`config.mk`:
```
export PLATFORM = sky130hd
export DESIGN_NAME = priority_aging_task_scheduler
export DESIGN_NICKNAME = d
export VERILOG_FILES = /design/src/rtl/pats_pkg.sv /design/src/rtl/pats_ram.sv /design/src/rtl/priority_aging_task_scheduler.sv
export VERILOG_INCLUDE_DIRS = /design/src /design/src/rtl
export SDC_FILE = /design/constraint.sdc
export NUM_CORES = 1
export LEC_CHECK = 0
export BUFFER_PORTS_ARGS = -buffer_cell sky130_fd_sc_hd__buf_2
export CAP_MARGIN = 10
export CORE_MARGIN = 5
export CORE_UTILIZATION = 60
export DETAILED_ROUTE_END_ITERATION = 8
export PLACE_DENSITY = 0.85
export SLEW_MARGIN = 20
export SYNTH_ARGS = -nofsm -noshare
export SYNTH_HDL_FRONTEND = slang
export SYNTH_SLANG_ARGS = --single-unit
```
`constraint.sdc`:
```
create_clock -name clk_i -period 6.45 [get_ports clk_i]
set_clock_uncertainty 0.1 [all_clocks]
set_input_delay 0.3225 -clock clk_i [delete_from_list [all_inputs] [get_ports clk_i]]
set_output_delay 0.3225 -clock clk_i [all_outputs]
set_load 0.1 [all_outputs]
```
`src/rtl/priority_aging_task_scheduler_defines.svh`:
```
// Assertion helpers shared by the RTL that checks itself.
// Every property is clocked on clk_i and is off while rst_ni is low.
`ifndef PRIORITY_AGING_TASK_SCHEDULER_DEFINES_SVH
`define PRIORITY_AGING_TASK_SCHEDULER_DEFINES_SVH

// Same-cycle implication.
`define PATS_ASSERT_IMPL(label, cond, prop, msg) \
  label: assert property (@(posedge clk_i) disable iff (!rst_ni) (cond) |-> (prop)) \
    else $error(msg);

// Next-cycle implication.
`define PATS_ASSERT_NEXT(label, cond, prop, msg) \
  label: assert property (@(posedge clk_i) disable iff (!rst_ni) (cond) |=> (prop)) \
    else $error(msg);

`endif

```
`src/rtl/pats_pkg.sv`:
```
package pats_pkg;

  localparam int NUM_SLOTS_DEF = 16;

  localparam int FUNC_W    = 2;
  localparam int SLOT_W    = 4;
  localparam int LVL_W     = 6;
  localparam int STAT_W    = 2;
  localparam int CNT_OUT_W = 5;
  localparam int S_TDATA_W = 16;
  localparam int M_TDATA_W = 16;

  typedef logic signed [LVL_W-1:0] level_t;

  localparam level_t LEVEL_MIN = -6'sd20;
  localparam level_t LEVEL_MAX = 6'sd20;

  typedef enum logic [FUNC_W-1:0] {
    FUNC_APPEND   = 2'd0,
    FUNC_SET_PRIO = 2'd1,
    FUNC_REMOVE   = 2'd2,
    FUNC_PICK     = 2'd3
  } func_e;

  typedef enum logic [STAT_W-1:0] {
    STAT_OK         = 2'd0,
    STAT_EMPTY      = 2'd1,
    STAT_FULL       = 2'd2,
    STAT_NOT_LISTED = 2'd3
  } status_e;

  typedef enum logic [5:0] {
    ST_IDLE   = 6'b000001,
    ST_EXEC   = 6'b000010,
    ST_SCAN   = 6'b000100,
    ST_RELOAD = 6'b001000,
    ST_SHIFT  = 6'b010000,
    ST_RESP   = 6'b100000
  } state_e;

  // Clamp a raw request level into the legal range.
  function automatic level_t sat_level(input level_t raw);
    level_t res;
    res = raw;
    if (raw < LEVEL_MIN) begin
      res = LEVEL_MIN;
    end else if (raw > LEVEL_MAX) begin
      res = LEVEL_MAX;
    end
    return res;
  endfunction

endpackage

```
`src/rtl/pats_ram.sv`:
```
module pats_ram #(
  parameter int Width = 8,
  parameter int Depth = 16,
  parameter int AddrW = $clog2(Depth)
) (
  input  logic             clk_i,
  input  logic             we_i,
  input  logic [AddrW-1:0] waddr_i,
  input  logic [Width-1:0] wdata_i,
  input  logic [AddrW-1:0] raddr_i,
  output logic [Width-1:0] rdata_o
);

  logic [Width-1:0] mem_q [Depth];

  always_ff @(posedge clk_i) begin
    if (we_i) begin
      mem_q[waddr_i] <= wdata_i;
    end
    rdata_o <= mem_q[raddr_i];
  end

endmodule

```
`src/rtl/priority_aging_task_scheduler.sv`:
```
// Priority scheduler with aging over an ordered ready list of task slots.
// Slave stream: one command per transaction. tuser carries the function
// (append, set priority, remove, pick next); tdata carries slot and level.
// Master stream: one response per command. tuser carries the status; tdata
// carries the chosen slot and the number of listed slots after the command.
// Levels live in a level RAM (static and dynamic level per slot), the list
// order in an order RAM; both have registered reads. Append, set priority
// and errors need no pass over the RAMs; remove makes one pass over the
// order RAM; pick scans both RAMs in series, then makes a compaction pass
// over the order RAM. Each pass covers the listed entries.
// One command is in flight at a time; the next is taken once the current
// response sits in the output register, even while that response stalls.
// A stalled master side holds the response and, after one more command,
// holds off the slave side. Reset empties the list; RAM contents are kept.
`include "priority_aging_task_scheduler_defines.svh"

module priority_aging_task_scheduler #(
  parameter int NUM_SLOTS = pats_pkg::NUM_SLOTS_DEF
) (
  input  logic                           clk_i,
  input  logic                           rst_ni,
  input  logic                           s_axis_tvalid_i,
  output logic                           s_axis_tready_o,
  // [3:0] slot, [9:4] priority_req, [15:10] zero
  input  logic [pats_pkg::S_TDATA_W-1:0] s_axis_tdata_i,
  // [1:0] func
  input  logic [pats_pkg::FUNC_W-1:0]    s_axis_tuser_i,
  output logic                           m_axis_tvalid_o,
  input  logic                           m_axis_tready_i,
  // [3:0] chosen_slot, [8:4] listed_count, [15:9] zero
  output logic [pats_pkg::M_TDATA_W-1:0] m_axis_tdata_o,
  // [1:0] status
  output logic [pats_pkg::STAT_W-1:0]    m_axis_tuser_o
);
  import pats_pkg::*;

  localparam int IdxW = (NUM_SLOTS > 1) ? $clog2(NUM_SLOTS) : 1;
  localparam int CntW = $clog2(NUM_SLOTS + 1);

  typedef logic [IdxW-1:0] idx_t;
  typedef logic [CntW-1:0] cnt_t;

  state_e                 state_q, state_d;
  func_e                  cmd_func_q, cmd_func_d;
  logic [SLOT_W-1:0]      cmd_slot_q, cmd_slot_d;
  level_t                 cmd_lvl_q, cmd_lvl_d;
  logic [NUM_SLOTS-1:0]   listed_q, listed_d;
  cnt_t                   count_q, count_d;
  cnt_t                   rd_pos_q, rd_pos_d;
  logic                   v1_q, v1_d;
  idx_t                   p1_q, p1_d;
  logic                   v2_q, v2_d;
  idx_t                   p2_q, p2_d;
  idx_t                   s2_q, s2_d;
  level_t                 best_dyn_q, best_dyn_d;
  level_t                 best_stat_q, best_stat_d;
  idx_t                   best_pos_q, best_pos_d;
  idx_t                   best_slot_q, best_slot_d;
  logic                   found_q, found_d;
  status_e                res_status_q, res_status_d;
  logic [SLOT_W-1:0]      res_chosen_q, res_chosen_d;
  logic                   m_valid_q, m_valid_d;
  status_e                out_status_q, out_status_d;
  logic [SLOT_W-1:0]      out_chosen_q, out_chosen_d;
  logic [CNT_OUT_W-1:0]   out_count_q, out_count_d;

  logic                   ord_we;
  idx_t                   ord_waddr, ord_raddr, ord_wdata, ord_rdata;
  logic                   lvl_we;
  idx_t                   lvl_waddr, lvl_raddr;
  logic [2*LVL_W-1:0]     lvl_wdata, lvl_rdata;

  level_t                 rd_dyn, rd_stat, aged;
  idx_t                   slot_idx;
  logic                   slot_ok;
  logic                   issue;
  logic                   match;

  pats_ram #(
    .Width (IdxW),
    .Depth (NUM_SLOTS)
  ) u_order_ram (
    .clk_i   (clk_i),
    .we_i    (ord_we),
    .waddr_i (ord_waddr),
    .wdata_i (ord_wdata),
    .raddr_i (ord_raddr),
    .rdata_o (ord_rdata)
  );

  // Word layout: static level in the upper half, dynamic level in the lower.
  pats_ram #(
    .Width (2 * LVL_W),
    .Depth (NUM_SLOTS)
  ) u_level_ram (
    .clk_i   (clk_i),
    .we_i    (lvl_we),
    .waddr_i (lvl_waddr),
    .wdata_i (lvl_wdata),
    .raddr_i (lvl_raddr),
    .rdata_o (lvl_rdata)
  );

  assign rd_dyn   = lvl_rdata[LVL_W-1:0];
  assign rd_stat  = lvl_rdata[2*LVL_W-1:LVL_W];
  assign aged     = (rd_dyn > LEVEL_MIN) ? level_t'(rd_dyn - level_t'(1)) : rd_dyn;
  assign slot_idx = idx_t'(cmd_slot_q);
  assign slot_ok  = int'(cmd_slot_q) < NUM_SLOTS;
  assign issue    = rd_pos_q < count_q;
  assign match    = (cmd_func_q == FUNC_PICK) ? (p1_q == best_pos_q)
                                              : (ord_rdata == slot_idx);

  assign s_axis_tready_o = (state_q == ST_IDLE);
  assign m_axis_tvalid_o = m_valid_q;
  assign m_axis_tuser_o  = out_status_q;
  assign m_axis_tdata_o  = {{(M_TDATA_W - SLOT_W - CNT_OUT_W){1'b0}},
                            out_count_q, out_chosen_q};

  always_comb begin
    state_d      = state_q;
    cmd_func_d   = cmd_func_q;
    cmd_slot_d   = cmd_slot_q;
    cmd_lvl_d    = cmd_lvl_q;
    listed_d     = listed_q;
    count_d      = count_q;
    rd_pos_d     = rd_pos_q;
    v1_d         = 1'b0;
    p1_d         = p1_q;
    v2_d         = 1'b0;
    p2_d         = p2_q;
    s2_d         = s2_q;
    best_dyn_d   = best_dyn_q;
    best_stat_d  = best_stat_q;
    best_pos_d   = best_pos_q;
    best_slot_d  = best_slot_q;
    found_d      = found_q;
    res_status_d = res_status_q;
    res_chosen_d = res_chosen_q;
    m_valid_d    = m_valid_q & ~m_axis_tready_i;
    out_status_d = out_status_q;
    out_chosen_d = out_chosen_q;
    out_count_d  = out_count_q;

    ord_we    = 1'b0;
    ord_waddr = '0;
    ord_wdata = '0;
    ord_raddr = rd_pos_q[IdxW-1:0];
    lvl_we    = 1'b0;
    lvl_waddr = '0;
    lvl_wdata = '0;
    lvl_raddr = ord_rdata;

    // Walk the list positions in order; shared by both scan passes.
    if ((state_q == ST_SCAN || state_q == ST_SHIFT) && issue) begin
      rd_pos_d = rd_pos_q + cnt_t'(1);
      v1_d     = 1'b1;
      p1_d     = rd_pos_q[IdxW-1:0];
    end

    case (state_q)
      ST_IDLE: begin
        if (s_axis_tvalid_i) begin
          cmd_func_d = func_e'(s_axis_tuser_i);
          cmd_slot_d = s_axis_tdata_i[SLOT_W-1:0];
          cmd_lvl_d  = sat_level(s_axis_tdata_i[SLOT_W+LVL_W-1:SLOT_W]);
          state_d    = ST_EXEC;
        end
      end

      ST_EXEC: begin
        rd_pos_d     = '0;
        found_d      = 1'b0;
        res_status_d = STAT_OK;
        res_chosen_d = '0;
        state_d      = ST_RESP;
        if (cmd_func_q == FUNC_PICK) begin
          if (count_q == '0) begin
            res_status_d = STAT_EMPTY;
          end else begin
            state_d = ST_SCAN;
          end
        end else if (!slot_ok) begin
          res_status_d = STAT_NOT_LISTED;
        end else begin
          case (cmd_func_q)
            FUNC_APPEND: begin
              if (listed_q[slot_idx] || count_q >= cnt_t'(NUM_SLOTS)) begin
                res_status_d = STAT_FULL;
              end else begin
                lvl_we             = 1'b1;
                lvl_waddr          = slot_idx;
                lvl_wdata          = {cmd_lvl_q, cmd_lvl_q};
                ord_we             = 1'b1;
                ord_waddr          = count_q[IdxW-1:0];
                ord_wdata          = slot_idx;
                listed_d[slot_idx] = 1'b1;
                count_d            = count_q + cnt_t'(1);
              end
            end
            FUNC_SET_PRIO: begin
              lvl_we    = 1'b1;
              lvl_waddr = slot_idx;
              lvl_wdata = {cmd_lvl_q, cmd_lvl_q};
            end
            FUNC_REMOVE: begin
              if (!listed_q[slot_idx]) begin
                res_status_d = STAT_NOT_LISTED;
              end else begin
                listed_d[slot_idx] = 1'b0;
                state_d            = ST_SHIFT;
              end
            end
            default: begin
              res_status_d = STAT_OK;
            end
          endcase
        end
      end

      // Order RAM feeds the level RAM address; compare and age on return.
      ST_SCAN: begin
        if (v1_q) begin
          v2_d = 1'b1;
          s2_d = ord_rdata;
          p2_d = p1_q;
        end
        if (v2_q) begin
          if (p2_q == '0 || rd_dyn < best_dyn_q) begin
            best_dyn_d  = rd_dyn;
            best_stat_d = rd_stat;
            best_pos_d  = p2_q;
            best_slot_d = s2_q;
          end
          lvl_we    = 1'b1;
          lvl_waddr = s2_q;
          lvl_wdata = {rd_stat, aged};
        end
        if (!issue && !v1_q && !v2_q) begin
          state_d = ST_RELOAD;
        end
      end

      ST_RELOAD: begin
        lvl_we                = 1'b1;
        lvl_waddr             = best_slot_q;
        lvl_wdata             = {best_stat_q, best_stat_q};
        listed_d[best_slot_q] = 1'b0;
        res_chosen_d          = SLOT_W'(best_slot_q);
        rd_pos_d              = '0;
        found_d               = 1'b0;
        state_d               = ST_SHIFT;
      end

      // Close the gap: after the match, move each entry down one position.
      ST_SHIFT: begin
        if (v1_q) begin
          if (found_q) begin
            ord_we    = 1'b1;
            ord_waddr = idx_t'(p1_q - idx_t'(1));
            ord_wdata = ord_rdata;
          end else if (match) begin
            found_d = 1'b1;
          end
        end
        if (!issue && !v1_q) begin
          count_d = count_q - cnt_t'(1);
          state_d = ST_RESP;
        end
      end

      ST_RESP: begin
        if (!m_valid_q || m_axis_tready_i) begin
          m_valid_d    = 1'b1;
          out_status_d = res_status_q;
          out_chosen_d = res_chosen_q;
          out_count_d  = CNT_OUT_W'(count_q);
          state_d      = ST_IDLE;
        end
      end

      default: begin
        state_d = ST_IDLE;
      end
    endcase
  end

  always_ff @(posedge clk_i or negedge rst_ni) begin
    if (!rst_ni) begin
      state_q   <= ST_IDLE;
      listed_q  <= '0;
      count_q   <= '0;
      rd_pos_q  <= '0;
      v1_q      <= 1'b0;
      v2_q      <= 1'b0;
      found_q   <= 1'b0;
      m_valid_q <= 1'b0;
    end else begin
      state_q   <= state_d;
      listed_q  <= listed_d;
      count_q   <= count_d;
      rd_pos_q  <= rd_pos_d;
      v1_q      <= v1_d;
      v2_q      <= v2_d;
      found_q   <= found_d;
      m_valid_q <= m_valid_d;
    end
  end

  always_ff @(posedge clk_i) begin
    cmd_func_q   <= cmd_func_d;
    cmd_slot_q   <= cmd_slot_d;
    cmd_lvl_q    <= cmd_lvl_d;
    p1_q         <= p1_d;
    p2_q         <= p2_d;
    s2_q         <= s2_d;
    best_dyn_q   <= best_dyn_d;
    best_stat_q  <= best_stat_d;
    best_pos_q   <= best_pos_d;
    best_slot_q  <= best_slot_d;
    res_status_q <= res_status_d;
    res_chosen_q <= res_chosen_d;
    out_status_q <= out_status_d;
    out_chosen_q <= out_chosen_d;
    out_count_q  <= out_count_d;
  end

  `PATS_ASSERT_IMPL(a_count_matches_flags, state_q == ST_IDLE,
                    $countones(listed_q) == int'(count_q),
                    "listed flags disagree with list length")
  `PATS_ASSERT_IMPL(a_chosen_is_listed, state_q == ST_RELOAD, listed_q[best_slot_q],
                    "picked slot is not on the list")
  `PATS_ASSERT_IMPL(a_shift_found, state_q == ST_SHIFT && !issue && !v1_q, found_q,
                    "compaction pass ended without finding its entry")
  `PATS_ASSERT_NEXT(a_resp_loads_output, state_q == ST_RESP && state_d == ST_IDLE, m_valid_q,
                    "response left without being presented")

endmodule

```
==> results of run 1 <==
[metrics by stage]
stage	instance area [µm²]	total power, µW	std cells
2_1_floorplan	15400	3370	913
3_3_place_gp	15900	3530	1239
3_5_place_dp	15900	3560	1239
4_1_cts	17200	5730	1315
5_1_grt	17300	5910	1316
6_report	17300	5720	1316
[power by group through the flow]
stage / Combinational (µW) / Clock (µW) / Sequential [µW]
detailed placement: 666 / 0 / 2890
finish: 717 / 2160 / 2840
CTS: 692 / 2190 / 2850
floorplan: 546 / 0 / 2830
global route: 770 / 2290 / 2850
global placement: 642 / 0 / 2890
[worst max-delay path, cell delays in order (launching register included)]
cell and delay [ns]:
sky130_fd_sc_hd__edfxtp_1 0.81, sky130_fd_sc_hd__mux4_1 0.64, sky130_fd_sc_hd__mux2_4 0.34, sky130_fd_sc_hd__a21o_4 0.28
sky130_fd_sc_hd__o22ai_2 0.36, sky130_fd_sc_hd__a32oi_1 0.27, sky130_fd_sc_hd__nor3_2 0.88
[cell usage after synthesis (5+ instances only)]
cell type	n	area share (%)
sky130_fd_sc_hd__a21o_1	6	0.29
sky130_fd_sc_hd__nand2b_1	13	0.53
sky130_fd_sc_hd__mux4_2	82	12
sky130_fd_sc_hd__nor3_1	19	0.62
sky130_fd_sc_hd__edfxtp_1	317	62
sky130_fd_sc_hd__o21ai_1	17	0.55
sky130_fd_sc_hd__dfrtp_1	35	5.7
sky130_fd_sc_hd__xor2_1	10	0.57
sky130_fd_sc_hd__dfxtp_1	16	2.1
sky130_fd_sc_hd__nand4_1	5	0.20
sky130_fd_sc_hd__nor2b_1	9	0.37
sky130_fd_sc_hd__a21oi_1	15	0.49
sky130_fd_sc_hd__a41oi_1	7	0.40
sky130_fd_sc_hd__nor2_1	54	1.3
sky130_fd_sc_hd__a31oi_1	12	0.49
sky130_fd_sc_hd__xnor2_1	13	0.74
sky130_fd_sc_hd__inv_1	25	0.61
sky130_fd_sc_hd__nor4_1	11	0.45
sky130_fd_sc_hd__clkbuf_1	31	0.76
sky130_fd_sc_hd__a22oi_1	7	0.34
sky130_fd_sc_hd__a22o_1	7	0.40
sky130_fd_sc_hd__nand2_1	48	1.2
sky130_fd_sc_hd__ha_1	16	1.3
sky130_fd_sc_hd__buf_4	7	0.34
sky130_fd_sc_hd__o21ai_0	37	1.2
sky130_fd_sc_hd__buf_1	9	0.22
sky130_fd_sc_hd__nand3_1	5	0.16
sky130_fd_sc_hd__and2_1	12	0.49
[area by class of cell]
type | count | area (µm²)
well taps | 330 | 413
flip-flops and latches | 369 | 10700
repair buffers | 60 | 423
multi-input cells | 468 | 4370
inverters | 25 | 93.8
clock inverters | 16 | 210
fillers | 1452 | 7920
clock buffers | 48 | 1010
[metal layers]
layer  share of wire [%]  vias up  global-route usage, %  wire length [µm]
met5                   0        -                      0                 0
met4                 3.5        0                   6.88              1220
met3                 9.5      103                   4.20              3360
met2                  50      608                   40.6             17500
met1                  37     4487                   34.2             13100
li1                    -     3694                      -                 -
[path summary, 6_finish.rpt]
kind / start / to / slack (ns) / cells after the start
worst max-delay path: cmd_slot_q[0] / u_level_ram.mem_q[8][0] / 2.37 / 6
worst min-delay path: s_axis_tdata_i[4] / cmd_lvl_q[0] / 0.01 / 2
worst max register to register: cmd_slot_q[0] / u_level_ram.mem_q[8][0] / 2.37 / 6
worst min register to register: res_chosen_q[1] / out_chosen_q[1] / 0.33 / 0
max in group asynchronous: rst_ni / async pin / 5.35 / 2
min in group asynchronous: rst_ni / async pin / 0.36 / 2
[sequential cells by signal, summed over array words and instances, names as in the netlist, 6 cells and up, named ones only]
register,flops
u_level_ram.rdata_o,12
best_stat_q,6
best_dyn_q,6
u_level_ram.mem_q,192
state_q,6
u_order_ram.mem_q,64
cmd_lvl_q,6
[kinds of logic after synthesis]
kind of cell	synth area share, %
xor gates and xnor gates	1.31
DFF	69.8
and+or+nand+nor	6.12
buffers and inverters	2.18
muxes	12.7
adders and majority gates	1.50
AOI/OAI and AO/OA	6.33
other	0.0244
[layout by cell type, fill, tap and decap left out, drive strengths merged, types with 19 or more instances in the layout]
| cell | instances |
|---|---|
| edfxtp | 317 |
| inv | 27 |
| clkbuf | 48 |
| mux4 | 84 |
| o21ai | 54 |
| nor3 | 19 |
| dfrtp | 35 |
| nor2 | 54 |
| nand2 | 48 |
| buf | 48 |
==> reports/summary.json, run 1 <==
{
  "post_cts.resized_instances": 0,
  "max_clock_freq_mhz": 245,
  "max-slew-margin-rel_pct": 27.0,
  "cts_sinks": 369,
  "criticalPathCategory": "reg -> reg",
  "combPwrFrac_pct": 12.5,
  "initial_cell_density_of_the_core_pct": 61.1,
  "drt_first_iter_violations": 1197,
  "cts_made_buffers": 36,
  "layout_worst_path_cycle_share_pct": 63.3,
  "drt_first_pass_iters": 6,
  "postSynthCellCount": 907,
  "power_leakage_uw": 0.00590,
  "routabilityCongestion": 0.917,
  "power_switching_uw": 1430,
  "clk_transition_reported_paths_ns": 0.06,
  "synth_cell_type_count": 66,
  "globalRoute.totalOverflow": 0,
  "clock_path_buffers": 3,
  "routed_wire_length_per_instance_um": 26.8,
  "cp-end-kind": "register",
  "grt_first_pass_wirelength_um": 53600,
  "chip_height_um": 170,
  "rsz0062_at_grt": "false",
  "antenna_left": 0,
  "fraction_of_final_layout_cells_sized_beyond_drive_strength_1_pct": 21.5,
  "clk_latency_worst_skew_pair_ns": 0.52,
  "grt_max_degree": 52,
  "ys_seq_elements": 369,
  "detail_route.vias_per_cell": 6.76,
  "num_io_pins": 42,
  "switching_share_pct": 25.0,
  "timing.final.setup_violations": 0,
  "setup_slack_ns": 2.37,
  "kind_of_start_point_of_the_critical_path": "register",
  "preCtsSetupSlack_ns": 2.33,
  "placementRows": 58,
  "totalNegativeSetupSlack_ns": 0,
  "root_buffer": "sky130_fd_sc_hd__clkbuf_16",
  "min_period_ns": 4.08,
  "design.core.area_um2": 25200,
  "groute.usage.overall_pct": 24.5,
  "dr_drc_count": 0,
  "buffers_on_ports": 28,
  "internal_power_uw": 4290,
  "worst-endpoint-arrival_ns": 4.10,
  "maxSlewViolCount": 0,
  "floorplan.die_area_um2": 28900,
  "status": "complete, no violations",
  "final_core_utilization_pct": 68.6,
  "synthToLayoutAreaGrowth_pct": 12.2,
  "post_cts_hold_buffer_count": 12,
  "antenna_cells": 0,
  "dp.final_hpwl_um": 20600,
  "worstHoldPathType": "in -> reg",
  "finish.net_count": 999,
  "ir_drop_worst_case_vdd_mv": 0.238,
  "p_clk_share_pct": 37.7,
  "tritoncts": "built",
  "worst_ep_required_time_ns": 6.47,
  "final_hold_viol_count": 0,
  "synth_enable_flop_cells": 317,
  "detail_route.wirelength_um": 35200,
  "power_density_nw_per_um2": 331,
  "cts_setup_buffers": 0,
  "synthArstFlopShare_pct": 9.76,
  "synth.yosys.warnings": 0,
  "max_cap_violations": 0,
  "syn_area_per_cell_um2": 17.0,
  "synth_sequential_area_ratio_pct": 69.8,
  "share_seq_of_total_power_pct": 49.7,
  "initial_antenna_violation_count": 0,
  "crit_path_max_fanout": 13,
  "clock_tree.htree_level_count": 2,
  "worstMarginPinSlew_ns": 1.09,
  "mappedNetlistArea_um2": 15400,
  "via_count": 8892,
  "synthFlopType": "sky130_fd_sc_hd__edfxtp_1",
  "chipWidth_um": 170,
  "hold_ws_ns": 0.0128,
  "grt_pass1_vias": 8822
}
Power figures use the tool's default switching activity.
==> inputs of run 2 (changes only) <==
- clock period: 6.45 -> 3.9 ns (I/O delays scaled with it)
==> run 2 against run 1 <==
  * Cell count rose by 1.8%
  * Largest cell class unchanged
  * Non-clock buffer count rose by 23
  * Critical path depth did not move
  * First-iteration DRC count fell by 7.8%
  * Critical endpoint is now u_order_ram.mem_q[9][0]
  * Clock power rose by 53%
  * Power rose by 61%
  * Worst setup slack got worse by 2.1 ns
==> reports/summary.json, run 2 (synthesized netlist as in run 1, its figures left out) <==
{
  "post_cts_hold_buffer_count": {"value": 15, "change": "was 12"},
  "grt_pass1_vias": {"value": 9058, "change": "was 8822"},
  "totalNegativeSetupSlack": {"value": 0, "unit": "ns", "change": "unchanged"},
  "final_hold_viol_count": {"value": 0, "change": "unchanged"},
  "grt_first_pass_wirelength": {"value": 53400, "unit": "µm", "change": "was 53600 µm"},
  "cts_setup_buffers": {"value": 0, "change": "unchanged"},
  "criticalPathCategory": {"value": "reg -> reg", "change": "unchanged"},
  "status": {"value": "complete, no violations", "change": "unchanged"},
  "total_power": {"value": 9180, "unit": "µW", "change": "was 5720 µW"},
  "layout.cells.non_filler": {"value": 1340, "change": "was 1316"},
  "dp.final_hpwl": {"value": 21800, "unit": "µm", "change": "was 20600 µm"},
  "chip_height": {"value": 170, "unit": "µm", "change": "unchanged"},
  "rsz0062_at_grt": {"value": "false", "change": "unchanged"},
  "largest-register": {"value": "u_level_ram.mem_q", "change": "unchanged"},
  "maxSlewViolCount": {"value": 0, "change": "unchanged"},
  "met2_usage": {"value": 41.8, "unit": "%", "change": "was 40.6%"},
  "groute.usage.overall": {"value": 24.3, "unit": "%", "change": "was 24.5%"},
  "initial_antenna_violation_count": {"value": 0, "change": "unchanged"},
  "routabilityCongestion": {"value": 0.912, "change": "was 0.917"},
  "globalRoute.totalOverflow": {"value": 0, "change": "unchanged"},
  "global_route.peak_usage_layer": {"value": "met2", "change": "unchanged"},
  "grt_max_degree": {"value": 50, "change": "was 52"},
  "max_clock_freq": {"value": 275, "unit": "MHz", "change": "was 245 MHz"},
  "r2r_start": {"value": "cmd_slot_q[0]", "change": "unchanged"},
  "place_area": {"value": 16000, "unit": "µm²", "change": "was 15900 µm²"},
  "regArea": {"value": 10700, "unit": "µm²", "change": "unchanged"},
  "grtUsageMet1": {"value": 32.5, "unit": "%", "change": "was 34.2%"},
  "dr_drc_count": {"value": 0, "change": "unchanged"},
  "antenna_left": {"value": 0, "change": "unchanged"},
  "max_cap_violations": {"value": 0, "change": "unchanged"},
  "root_buffer": {"value": "sky130_fd_sc_hd__clkbuf_16", "change": "unchanged"},
  "antenna_cells": {"value": 0, "change": "unchanged"},
  "floorplan.die_area": {"value": 28900, "unit": "µm²", "change": "unchanged"},
  "drt_first_iter_violations": {"value": 1104, "change": "was 1197"},
  "p_clk_share": {"value": 36.0, "unit": "%", "change": "was 37.7%"},
  "min_period": {"value": 3.64, "unit": "ns", "change": "was 4.08 ns"},
  "routed_wire_length_per_instance": {"value": 25.8, "unit": "µm", "change": "was 26.8 µm"},
  "cts_sinks": {"value": 369, "change": "unchanged"},
  "clk_latency_worst_skew_pair": {"value": 0.53, "unit": "ns", "change": "was 0.52 ns"},
  "via_count": {"value": 8914, "change": "was 8892"},
  "finish.net_count": {"value": 1023, "change": "was 999"},
  "layout_top_registers": {"value": "u_level_ram.mem_q (192), u_order_ram.mem_q (64), u_level_ram.rdata_o (12)", "change": "unchanged"},
  "placementRows": {"value": 58, "change": "unchanged"},
  "detail_route.wirelength": {"value": 34500, "unit": "µm", "change": "was 35200 µm"},
  "clock_tree.htree_level_count": {"value": 2, "change": "unchanged"},
  "largest_register_ff_count": {"value": 192, "change": "unchanged"},
  "ir_drop_worst_case_vdd": {"value": 0.372, "unit": "mV", "change": "was 0.238 mV"},
  "groute.layer.met3.usage": {"value": 3.81, "unit": "%", "change": "was 4.20%"},
  "worstMarginPinSlew": {"value": 0.972, "unit": "ns", "change": "was 1.09 ns"},
  "detail_route.vias_per_cell": {"value": 6.65, "change": "was 6.76"},
  "tritoncts": {"value": "built", "change": "unchanged"},
  "cts_made_buffers": {"value": 37, "change": "was 36"},
  "combPwrFrac": {"value": 12.7, "unit": "%", "change": "was 12.5%"},
  "timing.rr.end": {"value": "u_order_ram.mem_q[9][0]", "change": "was u_level_ram.mem_q[8][0]"},
  "crit_path_max_fanout": {"value": 12, "change": "was 13"},
  "worst_ep_required_time": {"value": 3.98, "unit": "ns", "change": "was 6.47 ns"},
  "commonest_cells_after_routing_fill_and_taps_aside": {"value": "sky130_fd_sc_hd__edfxtp_1 (317), sky130_fd_sc_hd__mux4_2 (82), sky130_fd_sc_hd__nor2_1 (54)", "change": "was sky130_fd_sc_hd__edfxtp_1 (317), sky130_fd_sc_hd__mux4_2 (82), sky130_fd_sc_hd__nor2_1 (50)"},
  "power_density": {"value": 531, "unit": "nW/µm²", "change": "was 331 nW/µm²"},
  "chipWidth": {"value": 170, "unit": "µm", "change": "unchanged"},
  "design.core.area": {"value": 25200, "unit": "µm²", "change": "unchanged"},
  "reg2reg_slack": {"value": 0.26, "unit": "ns", "change": "was 2.37 ns"},
  "worst-endpoint-arrival": {"value": 3.72, "unit": "ns", "change": "was 4.10 ns"},
  "power_leakage": {"value": 0.00596, "unit": "µW", "change": "was 0.00590 µW"},
  "final_design_area_no_fill": {"value": 17300, "unit": "µm²", "change": "about the same"},
  "internal_power": {"value": 6850, "unit": "µW", "change": "was 4290 µW"},
  "clock_path_buffers": {"value": 3, "change": "unchanged"},
  "num_io_pins": {"value": 42, "change": "unchanged"},
  "multiInputGateArea": {"value": 4350, "unit": "µm²", "change": "was 4370 µm²"},
  "layout_worst_path_cycle_share": {"value": 93.4, "unit": "%", "change": "was 63.3%"},
  "fraction_of_final_layout_cells_sized_beyond_drive_strength_1": {"value": 22.1, "unit": "%", "change": "was 21.5%"},
  "final.fill_count": {"value": 1494, "change": "was 1452"},
  "synthToLayoutAreaGrowth": {"value": 12.5, "unit": "%", "change": "was 12.2%"},
  "initial_cell_density_of_the_core": {"value": 61.1, "unit": "%", "change": "unchanged"},
  "drt_first_pass_iters": {"value": 7, "change": "was 6"},
  "cp-end-kind": {"value": "register", "change": "unchanged"},
  "kind_of_start_point_of_the_critical_path": {"value": "register", "change": "unchanged"},
  "layout.cells.most_common": {"value": "sky130_fd_sc_hd__edfxtp_1", "change": "unchanged"},
  "max-slew-margin-rel": {"value": 35.0, "unit": "%", "change": "was 27.0%"},
  "switching_share": {"value": 25.4, "unit": "%", "change": "was 25.0%"},
  "clk_transition_reported_paths": {"value": 0.07, "unit": "ns", "change": "was 0.06 ns"},
  "dpl.cell_count": {"value": 1260, "change": "was 1239"},
  "post_cts.resized_instances": {"value": 0, "change": "unchanged"},
  "timing.final.setup_violations": {"value": 0, "change": "unchanged"},
  "rr_worst_depth": {"value": 6, "change": "unchanged"},
  "share_seq_of_total_power": {"value": 51.3, "unit": "%", "change": "was 49.7%"},
  "power_switching": {"value": 2330, "unit": "µW", "change": "was 1430 µW"},
  "buffers_on_ports": {"value": 28, "change": "unchanged"},
  "worstHoldPathType": {"value": "in -> async", "change": "was in -> reg"}
}
-- run 2: changes by cell type in the layout (fill, tap and decap cells not counted), moves of 3 or more --
cell,previous run,this run
sky130_fd_sc_hd__buf_4,19,40
sky130_fd_sc_hd__clkbuf_1,7,11
sky130_fd_sc_hd__bufinv_16,5,1
sky130_fd_sc_hd__nor2_2,4,0
sky130_fd_sc_hd__dlygate4sd3_1,12,15
sky130_fd_sc_hd__nor2_1,50,54
-- run 2: critical path: stages, from the launching register on --
cell	delay [ns]
sky130_fd_sc_hd__edfxtp_1	0.54
sky130_fd_sc_hd__mux4_1	0.60
sky130_fd_sc_hd__mux2_4	0.34
sky130_fd_sc_hd__a2111oi_4	0.82
sky130_fd_sc_hd__o21bai_1	0.24
sky130_fd_sc_hd__nand4b_1	0.27
sky130_fd_sc_hd__nor2_1	0.40
-- run 2: power groups by stage --
stage / Clock (µW) / Combinational [µW] / Sequential [µW]
after global routing: 3530 / 1240 / 4740
after detailed placement: 0 / 1130 / 4790
after global placement: 0 / 1080 / 4780
after floorplan: 0 / 903 / 4680
after CTS: 3340 / 1150 / 4710
final: 3310 / 1160 / 4720
-- run 2: layer usage --
metal | up-vias | routed length (µm)
met5 | - | 0
met4 | 0 | 1150
met3 | 104 | 2690
met1 | 4499 | 13000
met2 | 572 | 17700
li1 | 3739 | -
-- run 2: cell type report --
class	count	area share, %
multi-input cells	468	25.1
clock inverters	13	0.549
clock buffers	52	5.91
flip-flops and latches	369	62.1
repair buffers	83	3.41
well taps	330	2.39
inverters	25	0.542
-- run 2: worst max path at each step --
| stage | start | to | slack (ns) | depth (start not counted) |
|---|---|---|---|---|
| floorplan | cmd_slot_q[0] | u_level_ram.mem_q[4][0] | 0.61 | 6 |
| global placement | cmd_slot_q[0] | u_order_ram.mem_q[5][2] | 0.52 | 5 |
| detailed placement | cmd_slot_q[0] | u_order_ram.mem_q[9][0] | 0.39 | 6 |
| CTS | cmd_slot_q[0] | u_order_ram.mem_q[9][0] | 0.32 | 6 |
| global route | cmd_slot_q[0] | u_order_ram.mem_q[9][1] | 0.17 | 6 |
| finish | cmd_slot_q[0] | u_order_ram.mem_q[9][0] | 0.26 | 6 |
-- run 2: stage by stage --
| stage | hold WS (ns) | worst slack (ns) | util [%] |
|---|---|---|---|
| finish | 0.230 | 0.258 | 68.7 |
| CTS | 0.251 | 0.322 | 68.7 |
| global route | 0.298 | 0.174 | 68.7 |
| global placement | 0.233 | 0.516 | 63.7 |
| detailed placement | 0.262 | 0.391 | 63.7 |
| floorplan | -0.201 | 0.612 | - |
